## config.mk

```make
export PLATFORM = sky130hd
export DESIGN_NAME = glyph_pixel_blend_pack
export DESIGN_NICKNAME = d
export VERILOG_FILES = /design/src/rtl/core/gpbp_pkg.sv /design/src/rtl/core/gpbp_lookup.sv /design/src/rtl/core/gpbp_blend.sv /design/src/rtl/core/gpbp_pack.sv /design/src/rtl/core/glyph_pixel_blend_pack.sv
export SDC_FILE = /design/constraint.sdc
export NUM_CORES = 1
export LEC_CHECK = 0
export BUFFER_PORTS_ARGS = -buffer_cell sky130_fd_sc_hd__buf_4
export CAP_MARGIN = 20
export CORE_ASPECT_RATIO = 1.75
export CORE_MARGIN = 2
export CORE_UTILIZATION = 64
export DETAILED_ROUTE_END_ITERATION = 16
export PLACE_DENSITY_LB_ADDON = 0.3
export RECOVER_POWER = 25
export SLEW_MARGIN = 20
export SYNTH_ARGS = -nofsm -noshare
export SYNTH_HDL_FRONTEND = slang
export SYNTH_SLANG_ARGS = --single-unit
```

## constraint.sdc

```tcl
create_clock -name clk -period 11.9 [get_ports clk]
set_input_delay 3.57 -clock clk [delete_from_list [all_inputs] [get_ports clk]]
set_output_delay 3.57 -clock clk [all_outputs]
set_load 0.02 [all_outputs]
```

## src/rtl/core/gpbp_pkg.sv

```systemverilog
package gpbp_pkg;

  // Number of palette entries that an index is folded into.
  localparam int PALETTE_SIZE = 16;
  localparam logic [8:0] PALETTE_SIZE_V = 9'(PALETTE_SIZE);

  // Configuration register indexes.
  localparam int CFG_INDEX_W = 3;
  localparam int CFG_DATA_W  = 5;
  localparam logic [CFG_INDEX_W-1:0] REG_PIXEL_BYTES     = 3'd0;
  localparam logic [CFG_INDEX_W-1:0] REG_RED_LENGTH      = 3'd1;
  localparam logic [CFG_INDEX_W-1:0] REG_RED_OFFSET      = 3'd2;
  localparam logic [CFG_INDEX_W-1:0] REG_GREEN_LENGTH    = 3'd3;
  localparam logic [CFG_INDEX_W-1:0] REG_GREEN_OFFSET    = 3'd4;
  localparam logic [CFG_INDEX_W-1:0] REG_BLUE_LENGTH     = 3'd5;
  localparam logic [CFG_INDEX_W-1:0] REG_BLUE_OFFSET     = 3'd6;
  localparam logic [CFG_INDEX_W-1:0] REG_FILL_BACKGROUND = 3'd7;

  // Pixel size codes.
  localparam logic [2:0] PB_INDEXED = 3'd1;
  localparam logic [2:0] PB_RGB16   = 3'd2;
  localparam logic [2:0] PB_RGB32   = 3'd4;

  // Channel slots in the packed color arrays.
  localparam int CH_RED   = 0;
  localparam int CH_GREEN = 1;
  localparam int CH_BLUE  = 2;

  typedef struct packed {
    logic [2:0] pixel_bytes;
    logic [3:0] red_length;
    logic [4:0] red_offset;
    logic [3:0] green_length;
    logic [4:0] green_offset;
    logic [3:0] blue_length;
    logic [4:0] blue_offset;
    logic       fill_background;
  } cfg_t;

  typedef struct packed {
    logic [7:0] coverage;
    logic [3:0] fg_index;
    logic [3:0] bg_index;
    logic       last_in_row;
  } glyph_t;

  typedef struct packed {
    logic [31:0] pixel_word;
    logic        write_enable;
    logic        row_end;
  } pixel_t;

  // After palette lookup: background color and the magnitude and sign of fg - bg.
  typedef struct packed {
    logic [7:0]      coverage;
    logic [3:0]      fg_idx;
    logic [3:0]      bg_idx;
    logic [2:0][7:0] bg_rgb;
    logic [2:0][7:0] diff_mag;
    logic [2:0]      diff_neg;
    logic            last;
  } lookup_t;

  // After the multiply: |fg - bg| * coverage per channel.
  typedef struct packed {
    logic [7:0]       coverage;
    logic [3:0]       fg_idx;
    logic [3:0]       bg_idx;
    logic [2:0][7:0]  bg_rgb;
    logic [2:0][15:0] prod;
    logic [2:0]       diff_neg;
    logic             last;
  } product_t;

  // After the divide and add: blended 8-bit channels.
  typedef struct packed {
    logic [7:0]      coverage;
    logic [3:0]      fg_idx;
    logic [3:0]      bg_idx;
    logic [2:0][7:0] rgb;
    logic            last;
  } blended_t;

  // Reduces an index modulo the palette size by repeated compare and subtract.
  function automatic logic [3:0] fold_index(input logic [3:0] raw);
    logic [8:0] v;
    v = {5'b0, raw};
    for (int i = 0; i < 8; i++) begin
      if (v >= PALETTE_SIZE_V) begin
        v = v - PALETTE_SIZE_V;
      end
    end
    return v[3:0];
  endfunction

  // 16-color palette, red in slot 0, blue in slot 2.
  function automatic logic [2:0][7:0] palette_rgb(input logic [3:0] idx);
    logic [23:0] c;
    unique case (idx)
      4'd0:  c = 24'h000000;
      4'd1:  c = 24'h0000aa;
      4'd2:  c = 24'h00aa00;
      4'd3:  c = 24'h0055aa;
      4'd4:  c = 24'haa0000;
      4'd5:  c = 24'haa00aa;
      4'd6:  c = 24'haaaa00;
      4'd7:  c = 24'haaaaaa;
      4'd8:  c = 24'h555555;
      4'd9:  c = 24'h5555ff;
      4'd10: c = 24'h55ff55;
      4'd11: c = 24'h55ffff;
      4'd12: c = 24'hff5555;
      4'd13: c = 24'hff55ff;
      4'd14: c = 24'hffff55;
      4'd15: c = 24'hffffff;
    endcase
    return {c[7:0], c[15:8], c[23:16]};
  endfunction

endpackage

```

## src/rtl/core/gpbp_lookup.sv

```systemverilog
module gpbp_lookup (
  input  logic                 clk,
  input  logic                 rst,
  input  logic                 up_valid,
  output logic                 up_ready,
  input  gpbp_pkg::glyph_t     up_data,
  output logic                 dn_valid,
  input  logic                 dn_ready,
  output gpbp_pkg::lookup_t    dn_data
);

  logic              valid;
  gpbp_pkg::lookup_t data;
  gpbp_pkg::lookup_t data_next;
  logic [2:0][7:0]   fg_rgb;
  logic [2:0][7:0]   bg_rgb;

  always_comb begin
    data_next.coverage = up_data.coverage;
    data_next.fg_idx   = gpbp_pkg::fold_index(up_data.fg_index);
    data_next.bg_idx   = gpbp_pkg::fold_index(up_data.bg_index);
    data_next.last     = up_data.last_in_row;
    fg_rgb = gpbp_pkg::palette_rgb(data_next.fg_idx);
    bg_rgb = gpbp_pkg::palette_rgb(data_next.bg_idx);
    data_next.bg_rgb = bg_rgb;
    for (int c = 0; c < 3; c++) begin
      data_next.diff_neg[c] = fg_rgb[c] < bg_rgb[c];
      data_next.diff_mag[c] = data_next.diff_neg[c] ? (bg_rgb[c] - fg_rgb[c])
                                                    : (fg_rgb[c] - bg_rgb[c]);
    end
  end

  assign up_ready = !valid || dn_ready;

  always_ff @(posedge clk) begin
    if (rst) begin
      valid <= 1'b0;
    end else if (up_ready) begin
      valid <= up_valid;
    end
  end

  always_ff @(posedge clk) begin
    if (up_ready && up_valid) begin
      data <= data_next;
    end
  end

  assign dn_valid = valid;
  assign dn_data  = data;

endmodule

```

## src/rtl/core/gpbp_blend.sv

```systemverilog
module gpbp_blend (
  input  logic                 clk,
  input  logic                 rst,
  input  logic                 up_valid,
  output logic                 up_ready,
  input  gpbp_pkg::lookup_t    up_data,
  output logic                 dn_valid,
  input  logic                 dn_ready,
  output gpbp_pkg::blended_t   dn_data
);

  // Multiply stage.
  logic               mul_valid;
  logic               mul_ready;
  gpbp_pkg::product_t mul_data;
  gpbp_pkg::product_t mul_next;

  // Divide and add stage.
  logic               div_valid;
  logic               div_ready;
  gpbp_pkg::blended_t div_data;
  gpbp_pkg::blended_t div_next;
  logic [2:0][16:0]   div_sum;
  logic [2:0][7:0]    quot;

  always_comb begin
    mul_next.coverage = up_data.coverage;
    mul_next.fg_idx   = up_data.fg_idx;
    mul_next.bg_idx   = up_data.bg_idx;
    mul_next.bg_rgb   = up_data.bg_rgb;
    mul_next.diff_neg = up_data.diff_neg;
    mul_next.last     = up_data.last;
    for (int c = 0; c < 3; c++) begin
      mul_next.prod[c] = 16'(up_data.diff_mag[c]) * 16'(up_data.coverage);
    end
  end

  // The product never exceeds 255 * 255, so a / 255 equals (a + (a >> 8) + 1) >> 8.
  // Working on the magnitude makes the quotient truncate toward zero.
  always_comb begin
    div_next.coverage = mul_data.coverage;
    div_next.fg_idx   = mul_data.fg_idx;
    div_next.bg_idx   = mul_data.bg_idx;
    div_next.last     = mul_data.last;
    for (int c = 0; c < 3; c++) begin
      div_sum[c] = {1'b0, mul_data.prod[c]} + 17'(mul_data.prod[c][15:8]) + 17'd1;
      quot[c]    = div_sum[c][15:8];
      div_next.rgb[c] = mul_data.diff_neg[c] ? (mul_data.bg_rgb[c] - quot[c])
                                             : (mul_data.bg_rgb[c] + quot[c]);
    end
  end

  assign div_ready = !div_valid || dn_ready;
  assign mul_ready = !mul_valid || div_ready;
  assign up_ready  = mul_ready;

  always_ff @(posedge clk) begin
    if (rst) begin
      mul_valid <= 1'b0;
      div_valid <= 1'b0;
    end else begin
      if (mul_ready) begin
        mul_valid <= up_valid;
      end
      if (div_ready) begin
        div_valid <= mul_valid;
      end
    end
  end

  always_ff @(posedge clk) begin
    if (mul_ready && up_valid) begin
      mul_data <= mul_next;
    end
    if (div_ready && mul_valid) begin
      div_data <= div_next;
    end
  end

  assign dn_valid = div_valid;
  assign dn_data  = div_data;

endmodule

```

## src/rtl/core/gpbp_pack.sv

```systemverilog
module gpbp_pack (
  input  logic                 clk,
  input  logic                 rst,
  input  gpbp_pkg::cfg_t       cfg,
  input  logic                 up_valid,
  output logic                 up_ready,
  input  gpbp_pkg::blended_t   up_data,
  output logic                 dn_valid,
  input  logic                 dn_ready,
  output gpbp_pkg::pixel_t     dn_data
);

  logic             valid;
  gpbp_pkg::pixel_t data;
  gpbp_pkg::pixel_t data_next;
  logic             is_fg;
  logic [31:0]      packed_word;

  // Keeps the top bits of a channel and moves them to their field position.
  function automatic logic [31:0] place(input logic [7:0] v, input logic [3:0] len,
                                        input logic [4:0] off);
    logic [3:0] l;
    logic [7:0] s;
    l = (len > 4'd8) ? 4'd8 : len;
    s = v >> (4'd8 - l);
    if (l == 4'd0) begin
      s = 8'd0;
    end
    return {24'b0, s} << off;
  endfunction

  always_comb begin
    packed_word = place(up_data.rgb[gpbp_pkg::CH_RED], cfg.red_length, cfg.red_offset)
                | place(up_data.rgb[gpbp_pkg::CH_GREEN], cfg.green_length, cfg.green_offset)
                | place(up_data.rgb[gpbp_pkg::CH_BLUE], cfg.blue_length, cfg.blue_offset);
    is_fg = 1'b0;
    data_next.row_end = up_data.last;
    unique case (cfg.pixel_bytes)
      gpbp_pkg::PB_INDEXED: begin
        is_fg = up_data.coverage[7];
        data_next.pixel_word   = {28'b0, is_fg ? up_data.fg_idx : up_data.bg_idx};
        data_next.write_enable = cfg.fill_background || is_fg;
      end
      gpbp_pkg::PB_RGB16: begin
        is_fg = up_data.coverage != 8'd0;
        data_next.pixel_word   = {16'b0, packed_word[15:0]};
        data_next.write_enable = cfg.fill_background || is_fg;
      end
      gpbp_pkg::PB_RGB32: begin
        is_fg = up_data.coverage != 8'd0;
        data_next.pixel_word   = packed_word;
        data_next.write_enable = cfg.fill_background || is_fg;
      end
      default: begin
        data_next.pixel_word   = 32'd0;
        data_next.write_enable = 1'b0;
      end
    endcase
  end

  assign up_ready = !valid || dn_ready;

  always_ff @(posedge clk) begin
    if (rst) begin
      valid <= 1'b0;
    end else if (up_ready) begin
      valid <= up_valid;
    end
  end

  always_ff @(posedge clk) begin
    if (up_ready && up_valid) begin
      data <= data_next;
    end
  end

  assign dn_valid = valid;
  assign dn_data  = data;

endmodule

```

## src/rtl/core/glyph_pixel_blend_pack.sv

```systemverilog
// Glyph pixel blend and pack. Each glyph transaction carries a coverage byte, a
// foreground and a background index into the 16-color palette, and a row-end
// mark; each pixel transaction returns one framebuffer word, its write enable and
// the row-end mark. The block takes one transaction per clock while the pixel side
// does not stall and passes it through four register stages: palette lookup,
// channel multiply, divide by 255 with the add of the background, and field
// packing. Stall on the pixel side holds the pipeline in place; empty stages still
// fill, so the glyph side keeps moving until every stage holds a transaction. In
// indexed mode (pixel_bytes 1) bit 7 of coverage picks the foreground or
// background index as the pixel; in packed modes (2 or 4) each channel is
// blended as bg + (fg - bg) * coverage / 255, truncated toward zero, then cut
// to its length and placed at its offset. Any other pixel_bytes value gives a
// zero word that is never written. Configuration writes take effect at once and
// must only be issued while no glyph transaction is in flight.
module glyph_pixel_blend_pack (
  input  logic                                clk,
  input  logic                                rst,
  input  logic                                cfg_write,
  input  logic [gpbp_pkg::CFG_INDEX_W-1:0]    cfg_index,
  input  logic [gpbp_pkg::CFG_DATA_W-1:0]     cfg_data,
  input  logic                                glyph_valid,
  output logic                                glyph_stall,
  input  gpbp_pkg::glyph_t                    glyph,
  output logic                                pix_valid,
  input  logic                                pix_stall,
  output gpbp_pkg::pixel_t                    pix
);

  gpbp_pkg::cfg_t     cfg;
  logic               glyph_ready;
  logic               lk_valid;
  logic               lk_ready;
  gpbp_pkg::lookup_t  lk_data;
  logic               bl_valid;
  logic               bl_ready;
  gpbp_pkg::blended_t bl_data;

  // Configuration registers. Reset leaves the block in 32-bit RGB888 with
  // background fill on.
  always_ff @(posedge clk) begin
    if (rst) begin
      cfg.pixel_bytes     <= gpbp_pkg::PB_RGB32;
      cfg.red_length      <= 4'd8;
      cfg.red_offset      <= 5'd16;
      cfg.green_length    <= 4'd8;
      cfg.green_offset    <= 5'd8;
      cfg.blue_length     <= 4'd8;
      cfg.blue_offset     <= 5'd0;
      cfg.fill_background <= 1'b1;
    end else if (cfg_write) begin
      unique case (cfg_index)
        gpbp_pkg::REG_PIXEL_BYTES:     cfg.pixel_bytes     <= cfg_data[2:0];
        gpbp_pkg::REG_RED_LENGTH:      cfg.red_length      <= cfg_data[3:0];
        gpbp_pkg::REG_RED_OFFSET:      cfg.red_offset      <= cfg_data;
        gpbp_pkg::REG_GREEN_LENGTH:    cfg.green_length    <= cfg_data[3:0];
        gpbp_pkg::REG_GREEN_OFFSET:    cfg.green_offset    <= cfg_data;
        gpbp_pkg::REG_BLUE_LENGTH:     cfg.blue_length     <= cfg_data[3:0];
        gpbp_pkg::REG_BLUE_OFFSET:     cfg.blue_offset     <= cfg_data;
        gpbp_pkg::REG_FILL_BACKGROUND: cfg.fill_background <= cfg_data[0];
      endcase
    end
  end

  // The glyph side stalls only when the first stage is full and cannot drain.
  assign glyph_stall = !glyph_ready;

  // Stage one: fold the indexes, look up both colors, form |fg - bg| and its sign.
  gpbp_lookup u_lookup (
    .clk      (clk),
    .rst      (rst),
    .up_valid (glyph_valid),
    .up_ready (glyph_ready),
    .up_data  (glyph),
    .dn_valid (lk_valid),
    .dn_ready (lk_ready),
    .dn_data  (lk_data)
  );

  // Stages two and three: multiply by coverage, then divide by 255 and add.
  gpbp_blend u_blend (
    .clk      (clk),
    .rst      (rst),
    .up_valid (lk_valid),
    .up_ready (lk_ready),
    .up_data  (lk_data),
    .dn_valid (bl_valid),
    .dn_ready (bl_ready),
    .dn_data  (bl_data)
  );

  // Stage four: pack the channels or pick the index, and register the pixel.
  gpbp_pack u_pack (
    .clk      (clk),
    .rst      (rst),
    .cfg      (cfg),
    .up_valid (bl_valid),
    .up_ready (bl_ready),
    .up_data  (bl_data),
    .dn_valid (pix_valid),
    .dn_ready (!pix_stall),
    .dn_data  (pix)
  );

`ifndef SYNTHESIS
  // Unsupported pixel sizes must never write.
  a_bad_size_no_write: assert property (@(posedge clk) disable iff (rst)
    pix_valid && cfg.pixel_bytes != gpbp_pkg::PB_INDEXED
      && cfg.pixel_bytes != gpbp_pkg::PB_RGB16 && cfg.pixel_bytes != gpbp_pkg::PB_RGB32
      |-> !pix.write_enable && pix.pixel_word == 32'd0)
    else $error("write enabled for unsupported pixel size");

  // Indexed pixels fit in four bits.
  a_indexed_width: assert property (@(posedge clk) disable iff (rst)
    pix_valid && cfg.pixel_bytes == gpbp_pkg::PB_INDEXED |-> pix.pixel_word[31:4] == 28'd0)
    else $error("indexed pixel wider than the palette index");

  // 16-bit pixels are masked to the low half-word.
  a_rgb16_mask: assert property (@(posedge clk) disable iff (rst)
    pix_valid && cfg.pixel_bytes == gpbp_pkg::PB_RGB16 |-> pix.pixel_word[31:16] == 16'd0)
    else $error("16-bit pixel not masked");

  // With background fill on, every supported pixel is written.
  a_fill_writes: assert property (@(posedge clk) disable iff (rst)
    pix_valid && cfg.fill_background
      && (cfg.pixel_bytes == gpbp_pkg::PB_INDEXED || cfg.pixel_bytes == gpbp_pkg::PB_RGB16
          || cfg.pixel_bytes == gpbp_pkg::PB_RGB32)
      |-> pix.write_enable)
    else $error("background fill on but pixel not written");

  // An accepted glyph reaches the output through the pipeline registers when the pixel side does not stall.
  a_latency: assert property (@(posedge clk) disable iff (rst)
    (glyph_valid && !glyph_stall) ##1 !pix_stall ##1 !pix_stall ##1 !pix_stall
      |=> pix_valid)
    else $error("pixel transaction missing after pipeline latency");
`endif

endmodule
```

==> impl_metrics.csv <==
group,metric,value,unit
global_route,grt_pass1_wl,75.3,mm
synthesis,yosysWarnings,0,
timing,min_period,8.02,ns
final_layout,final_cell_mix,"inv_1, edfxtp_1, ha_1",
timing,fmax,125,MHz
timing,slew_viol_final,0,
clock_network,clock_latency,0.54,ns
hold_path,worstHoldPathType,"register to register",
placement,gp_congestion,1.05,
floorplanning,die_h,233,um
timing,post-route-period-util,67.4,%
final_layout,n_antenna_cell,0,
power_and_ir_drop,ir_worst_vdd,174,uV
power_and_ir_drop,powerDensity,217,nW/um2
critical_path,cp_max_fo,5,
clock_network,cts_setup_buffers,0,
clock_network,cts_max_path_buffers,3,
synthesis,synth_area,19200,um2
drt,drc_errors,0,
global_route,grt_pass1_vias,14500,
global_route,track_usage,31.3,%
timing,finalSetupViolCount,0,
timing,slew_headroom,19.1,%
placement,placed_area,19700,um2
drt,routed_wl,48.1,mm
drt,via_per_inst,6.15,
critical_path,critPathKind,"input port to primary output",
synthesis,synth.avg_cell_area,10.0,um2
critical_path,critical_path_required,8.33,ns
outcome,status,"finished clean",
final_layout,nNetsFinal,2233,
clock_network,cts.htree.levels,1,
synthesis,synth_edf_count,187,
clock_network,numClockSinks,222,
synthesis,syn_inst,1916,
timing,rsz0062_at_grt,"no",
final_layout,layout_commonest_cell,"inv_1",
timing,fin_tns_setup,0,ns
clock_network,cts_hold_buf,0,
drt,wl_per_cell,20.7,um
clock_network,cts_buffers,22,
global_route,antenna_found_initial,0,
final_layout,stdcell_area,20400,um2
drt,dr.pass1.iters,6,
floorplanning,die_area,31400,um2
placement,placed_cells,2282,
final_layout,layout-drive-gt1-share,7.26,%
power_and_ir_drop,total_power,4.44,mW
job,maxCapViolations,0,
synthesis,synth-seq-area-share,33.0,%
floorplanning,start_util,65.2,%
synthesis,synthFlopType,"edfxtp_1",
synthesis,yosysUniqueCellTypes,92,
synthesis,synth-seq-cells,222,
clock_network,cts_tree,"built",
timing,fin_skew,0.0250,ns
placement,hpwl,37.8,mm
clock_network,clkTransAtPathRegs,0.06,ns
timing,timing.final.hold_violations,0,
floorplanning,core_region_area,29400,um2
critical_path,worstPathArrival,4.45,ns
timing,worst_pin_slew,1.20,ns
synthesis,synth_fp_nets,2223,
synthesis,async_flop_share,0,%
power_and_ir_drop,leakagePower,8.65,nW
placement,portBuffers,65,
critical_path,setup.worst_path.end_class,"primary output",
clock_network,root_buffer,"clkbuf_16",
final_layout,area_delta_synth_final,6.70,%
floorplanning,num_io_pins,66,
floorplanning,num_rows,83,
global_route,grt_max_degree,70,
drt,vias,14300,
drt,drt_iter0_drc,830,
clock_network,cts.repair.resized,0,
final_layout,final_cells,2324,
floorplanning,die_w,135,um
global_route,grt_overflow,0,
drt,antenna_left,0,
critical_path,worstSetupStartpointType,"input port",
cell usage after synthesis, types with 31 or more instances:
master    count  share of area [%]
nor2_1      105                2.1
and2_1      140                4.6
ha_1        160                 10
dfxtp_1      35                3.7
nor3_1       46                1.2
o21ai_0      57                1.5
clkbuf_1     59                1.2
inv_1       215                4.2
nand2_1     122                2.4
xnor2_1      60                2.7
fa_1        117                 12
nor2b_1      31                1.0
edfxtp_1    187                 29
mux2i_1      58                3.0
a21oi_1     103                2.7
per-layer routing:
layer  up-vias  wire length (um)  GRT usage [%]
met4         0              4210           23.5
met1      6941             15300           28.7
li1       6728                 -              -
met5         -                 0              0
met2       444             26300           60.2
met3       174              2360           4.86
path summary, 6_finish.rpt:
check                        from                    to  slack, ns  cells after the start
max reg2reg  u_lookup.dn_data[67]  u_blend.mul_data[17]       6.70                     14
min          u_blend.div_next[33]   u_blend.dn_data[33]       0.42                      0
max                     pix_stall           glyph_stall       3.88                      5
min reg2reg  u_blend.div_next[33]   u_blend.dn_data[33]       0.42                      0
per-stage QoR:
step	setup slack, ns	hold WS [ns]	util (%)
after floorplan	2.48	0.400	-
after global placement	3.90	0.401	67.1
after detailed placement	3.89	0.405	67.1
after CTS	3.89	0.420	69.7
after global routing	3.81	0.426	69.6
final	3.88	0.418	69.6
layout make-up:
| type | count | area (um2) |
|---|---|---|
| fill | 2196 | 8940 |
| multi-input combinational | 1388 | 11500 |
| sequential | 222 | 6320 |
| tap | 382 | 478 |
| clock buffer | 26 | 576 |
| inverter | 218 | 818 |
| clock inverter | 14 | 176 |
| timing repair buffer | 74 | 551 |
sequential cells by signal, indices dropped and copies added (netlist names):
register,count
cfg,31
u_blend.div_next,14
u_blend.dn_data,41
u_blend.dn_valid,1
u_blend.mul_data,55
u_blend.mul_valid,1
u_lookup.dn_data,43
u_lookup.dn_valid,1
u_pack.dn_data,34
u_pack.dn_valid,1
where the power goes:
part | switching [mW] | leakage [nW] | internal, mW | total (mW)
registers | 0.142 | 2.05 | 1.12 | 1.26
logic | 1.34 | 6.23 | 1.11 | 2.45
clock network | 0.310 | 0.368 | 0.417 | 0.727
critical path, stage by stage:
cell and delay (ns):
buf_4 0.10, and3_1 0.34, nand3_1 0.15, inv_1 0.13, buf_4 0.15
cell families (layout without fill, tap and decap cells):
group | count (synthesis) | in the layout | synth area share, %
and+or+nand+nor | 558 | 558 | 15.1
AOI/OAI and AO/OA | 385 | 385 | 13.8
buffers and inverters | 306 | 332 | 6.88
adders and majority gates | 280 | 280 | 22.8
DFF | 222 | 222 | 33.0
xor gates and xnor gates | 89 | 89 | 4.07
muxes | 76 | 76 | 4.38
Note: power is estimated with default switching activity, not from simulation.
